**src/rtl/rs2d_pkg.sv**
```systemverilog
// Shared types and constants for the 2D range-sum segment tree.
`default_nettype none
package rs2d_pkg;
  localparam int unsigned ROWS_DEF = 64;
  localparam int unsigned COLS_DEF = 64;
  localparam int unsigned SUM_W = 48;
  localparam int unsigned VAL_W = 32;
  localparam int unsigned FLD_W = 6;

  localparam logic CMD_SET   = 1'b0;
  localparam logic CMD_QUERY = 1'b1;

  // Classified word passed from front to back.
  typedef struct packed {
    logic             is_query;
    logic             skip;     // set outside grid, or empty query
    logic [FLD_W-1:0] r0;       // set: row; query: first row
    logic [FLD_W-1:0] r1;       // query: last row (clamped)
    logic [FLD_W-1:0] c0;
    logic [FLD_W-1:0] c1;
    logic [VAL_W-1:0] value;
  } op_t;
endpackage
`default_nettype wire

```
**src/rtl/rs2d_front.sv**
```systemverilog
// Front end: accepts input words, clamps ranges, flags no-op items.
`default_nettype none
module rs2d_front #(
  parameter int unsigned ROWS = rs2d_pkg::ROWS_DEF,
  parameter int unsigned COLS = rs2d_pkg::COLS_DEF
) (
  input  wire logic                       clk,
  input  wire logic                       rst,
  input  wire logic                       push,
  output logic                            full,
  input  wire logic                       cmd,
  input  wire logic [rs2d_pkg::FLD_W-1:0] point_row,
  input  wire logic [rs2d_pkg::FLD_W-1:0] point_col,
  input  wire logic signed [rs2d_pkg::VAL_W-1:0] value,
  input  wire logic [rs2d_pkg::FLD_W-1:0] row_lo,
  input  wire logic [rs2d_pkg::FLD_W-1:0] row_hi,
  input  wire logic [rs2d_pkg::FLD_W-1:0] col_lo,
  input  wire logic [rs2d_pkg::FLD_W-1:0] col_hi,
  output rs2d_pkg::op_t                   op,
  output logic                            op_valid,
  input  wire logic                       op_take
);
  localparam int unsigned DEPTH = 2;
  localparam int unsigned FW = rs2d_pkg::FLD_W;
  localparam logic [10:0] RMAX = 11'(ROWS - 1);
  localparam logic [10:0] CMAX = 11'(COLS - 1);

  rs2d_pkg::op_t q [DEPTH];
  logic          wp, rp;
  logic [1:0]    cnt;
  rs2d_pkg::op_t cls;
  logic [10:0]   r1c, c1c;

  always_comb begin
    r1c = ({5'd0, row_hi} > RMAX) ? RMAX : {5'd0, row_hi};
    c1c = ({5'd0, col_hi} > CMAX) ? CMAX : {5'd0, col_hi};
    cls.is_query = (cmd == rs2d_pkg::CMD_QUERY);
    cls.value    = value;
    if (cls.is_query) begin
      cls.r0   = row_lo;
      cls.r1   = r1c[FW-1:0];
      cls.c0   = col_lo;
      cls.c1   = c1c[FW-1:0];
      cls.skip = ({5'd0, row_lo} > r1c) || ({5'd0, col_lo} > c1c);
    end else begin
      cls.r0   = point_row;
      cls.r1   = '0;
      cls.c0   = point_col;
      cls.c1   = '0;
      cls.skip = ({5'd0, point_row} > RMAX) || ({5'd0, point_col} > CMAX);
    end
  end

  assign full     = (cnt == 2'(DEPTH));
  assign op_valid = (cnt != 2'd0);
  assign op       = q[rp];

  always_ff @(posedge clk) begin
    if (push && !full) q[wp] <= cls;
    if (rst) begin
      wp <= 1'b0; rp <= 1'b0; cnt <= 2'd0;
    end else begin
      if (push && !full) wp <= ~wp;
      if (op_take && op_valid) rp <= ~rp;
      cnt <= cnt + 2'(push && !full) - 2'(op_take && op_valid);
    end
  end
endmodule
`default_nettype wire

```
**config.mk**
```make
export PLATFORM = sky130hd
export DESIGN_NAME = rs2d_front
export DESIGN_NICKNAME = d
export VERILOG_FILES = /design/src/rtl/rs2d_pkg.sv /design/src/rtl/rs2d_front.sv
export SDC_FILE = /design/constraint.sdc
export NUM_CORES = 1
export LEC_CHECK = 0
export ABC_AREA = 1
export BUFFER_PORTS_ARGS = -buffer_cell sky130_fd_sc_hd__buf_2
export CAP_MARGIN = 5
export CORE_ASPECT_RATIO = 0.7
export CORE_MARGIN = 5
export CORE_UTILIZATION = 49
export CTS_BUF_LIST = sky130_fd_sc_hd__clkbuf_8
export DETAILED_ROUTE_END_ITERATION = 6
export GPL_TIMING_DRIVEN = 0
export HOLD_SLACK_MARGIN = 0.1
export PLACE_DENSITY = 0.78
export REMOVE_ABC_BUFFERS = 1
export SYNTH_ARGS = -nofsm -noshare
export SYNTH_HDL_FRONTEND = slang
export SYNTH_SLANG_ARGS = --single-unit
```
**constraint.sdc**
```tcl
create_clock -name clk -period 3.2 [get_ports clk]
set_input_delay 0.48 -clock clk [delete_from_list [all_inputs] [get_ports clk]]
set_output_delay 0.48 -clock clk [all_outputs]
set_load 0.01 [all_outputs]
```
==> qor.yml <==
wl_per_cell_um: 16.1
cts_max_level: 4
vdd_drop_max_mv: 0.388
grt_pass1_wl_um: 16000
cts.sinks: 121
finalNetCount: 561
min_from: "value[14]"
finClkSkew_ns: 0.0104
clock_latency_ns: 0.42
instances_no_fill: 619
rsz0062_at_grt: "false"
avgSynthCellArea_um2: 15.3
post-place-cells: 587
drt_iter0_markers: 139
critPathArrivalTime_ns: 1.99
antenna_found_initial: 0
port_buffers: 132
clk_pin_slew_worst_paths_ns: 0.07
tightestPinTransition_ns: 0.921
min_to: "q[1][14]$_DFFE_PP_"
hold_buffers: 0
rr_worst_depth: 4
maxCapViolCount: 0
seq_area_mm2: 0.00359
crit_path_end_kind: "primary output"
relSlewSlack_pct: 38.6
die_w_um: 131
initial_core_util_pct: 49.6
root_buffer: "clkbuf_8"
drive_above_1_share_pct: 46.8
start_kind: "register"
fin_area_mm2: 0.00637
period_share_pct: 77.1
areaGrowthSynthToFinish_pct: 25.9
cts_buffers: 17
gp_congestion: 0.782
finalHoldViolCount: 0
critical_path_class: "reg -> out"
r2r_start: "cnt[1]$_SDFF_PP0_"
cts-resized-gates: 0
final-setup-viol-count: 0
cp_cell_sequence: "mux2_2, buf_2"
post-route-min-period_ns: 2.47
ant_nets: 0
multi_input_area_mm2: 0.00129
power_density_mw_per_mm2: 772
grt_usage_pct: 16.8
nFillCells: 776
ys_seq_area_share_pct: 70.8
vias: 3021
max_freq_mhz: 405
num_rows: 31
critical_path.max_stage_delay_ns: 0.97
crit_buf_inv: 1
r2r-end: "q[1][22]$_DFFE_PP_"
die_y_um: 95.0
slew_viol_final: 0
grt_pass1_vias: 3289
wl_um: 9950
ys_ff_latch: 121
diodes: 0
hold_path_class: "in -> reg"
placed_area_mm2: 0.00589
ys_types: 19
drc_errors: 0
netlist_instances: 330
crit_fanout: 58
worst_ep_required_time_ns: 2.72
overflow: 0
cts_setup_buffers: 0
status: "completed"
slowest_stage: "dfxtp_4"
num_io_pins: 133
dpl.hpwl_um: 6790
viasPerCell: 4.88
syn-cell-area_mm2: 0.00506
grt_max_degree: 59
core-area_mm2: 0.0102
dr.pass1.iters: 4
ys_warn_count: 0
cts_tree: "yes"
cp.depth: 2
path_delay_family: "flip-flops"
hold_depth: 1
floorplan.die_area_mm2: 0.0125
clockBufferDepth: 2
reg2reg_setup_slack_ns: 1.31
p_leak_nw: 2.74
[cells in the mapped netlist]
cell type	n	area [um^2]
edfxtp_1	116	3480
nand2_1	66	248
inv_1	38	143
mux2_2	38	428
mux2_4	20	300
ha_1	14	175
nor2_1	7	26.3
a21oi_1	5	25.0
dfxtp_1	5	100
buf_2	4	20.0
nand3_1	4	20.0
buf_6	2	22.5
clkbuf_1	2	7.51
nor3b_1	2	15.0
o21ai_0	2	10.0
or2_1	2	12.5
buf_4	1	7.51
o21ai_2	1	8.76
xnor2_1	1	8.76
[metal layers]
layer	global-route usage, %	part of all wire [%]	up-vias
met5	0	0	-
met2	28.0	48	111
met3	6.59	8.7	6
met1	19.5	43	1446
li1	-	-	1458
met4	7.53	0.67	0
[registers in the layout, indices dropped and copies added (netlist names), named ones only]
| name | cells |
|---|---|
| q | 116 |
| cnt | 2 |
| rp | 1 |
| wp | 1 |
[report_power, final]
part	total (mW)	leakage (nW)	internal (mW)	switching, mW
combinational	1.09	1.37	0.555	0.539
sequential	2.19	1.13	2.03	0.160
clock	1.63	0.236	1.01	0.625
[worst max path at each step]
stage              from                  to
5_1_grt        register              op[32]
4_1_cts        register              op[32]
2_1_floorplan      push   q[1][0]$_DFFE_PP_
6_report       register              op[32]
3_3_place_gp       push  q[1][34]$_DFFE_PP_
3_5_place_dp       push  q[1][34]$_DFFE_PP_
[stage by stage]
stage                     utilization [%]  power, mW  hold WS (ns)  worst slack (ns)  TNS [ns]
final                                62.5       4.92         0.245             0.734         0
after global routing                 62.5       5.15         0.203             0.661         0
after CTS                            62.5       4.98         0.208             0.688         0
after detailed placement             57.7       3.34         0.477              1.15         0
after global placement               57.1       3.33         0.469             -1.76   -223.62
after floorplan                         -       2.89         0.454            -0.285    -31.25
[kinds of logic after synthesis]
logic type | Yosys count | synth area share [%]
compound gates | 8 | 0.865
xor+xnor | 1 | 0.173
fa+ha+maj | 14 | 3.46
buf+inv | 47 | 3.96
flops | 121 | 70.8
mux | 58 | 14.4
simple gates | 81 | 6.35
[cells in the final DEF (no fill, tap or decap)]
master and count:
o21ai_2 1, or2_1 2, clkinvlp_4 2, buf_2 132, a21oi_1 5, edfxtp_1 116
clkbuf_8 17, nor3b_1 2, dfxtp_1 4, clkinv_4 4, nand3_1 4, inv_1 38
mux2_4 20, nor2_1 5, ha_1 14, bufinv_16 6, nor2_4 2, xnor2_1 1
clkinv_2 2, buf_12 2, nand2_1 66, mux2_2 38, o21ai_0 2, dfxtp_4 1
inv_6 1
[final cells by class]
cell class,instances,share of cell area [%]
clock inverters,15,3.91
well taps,132,2.59
inverters,38,2.24
clock buffers,17,3.67
repair buffers,134,11.0
flip-flops and latches,121,56.3
multi-input cells,162,20.3
No activity file was read; power rests on OpenSTA's default activity.
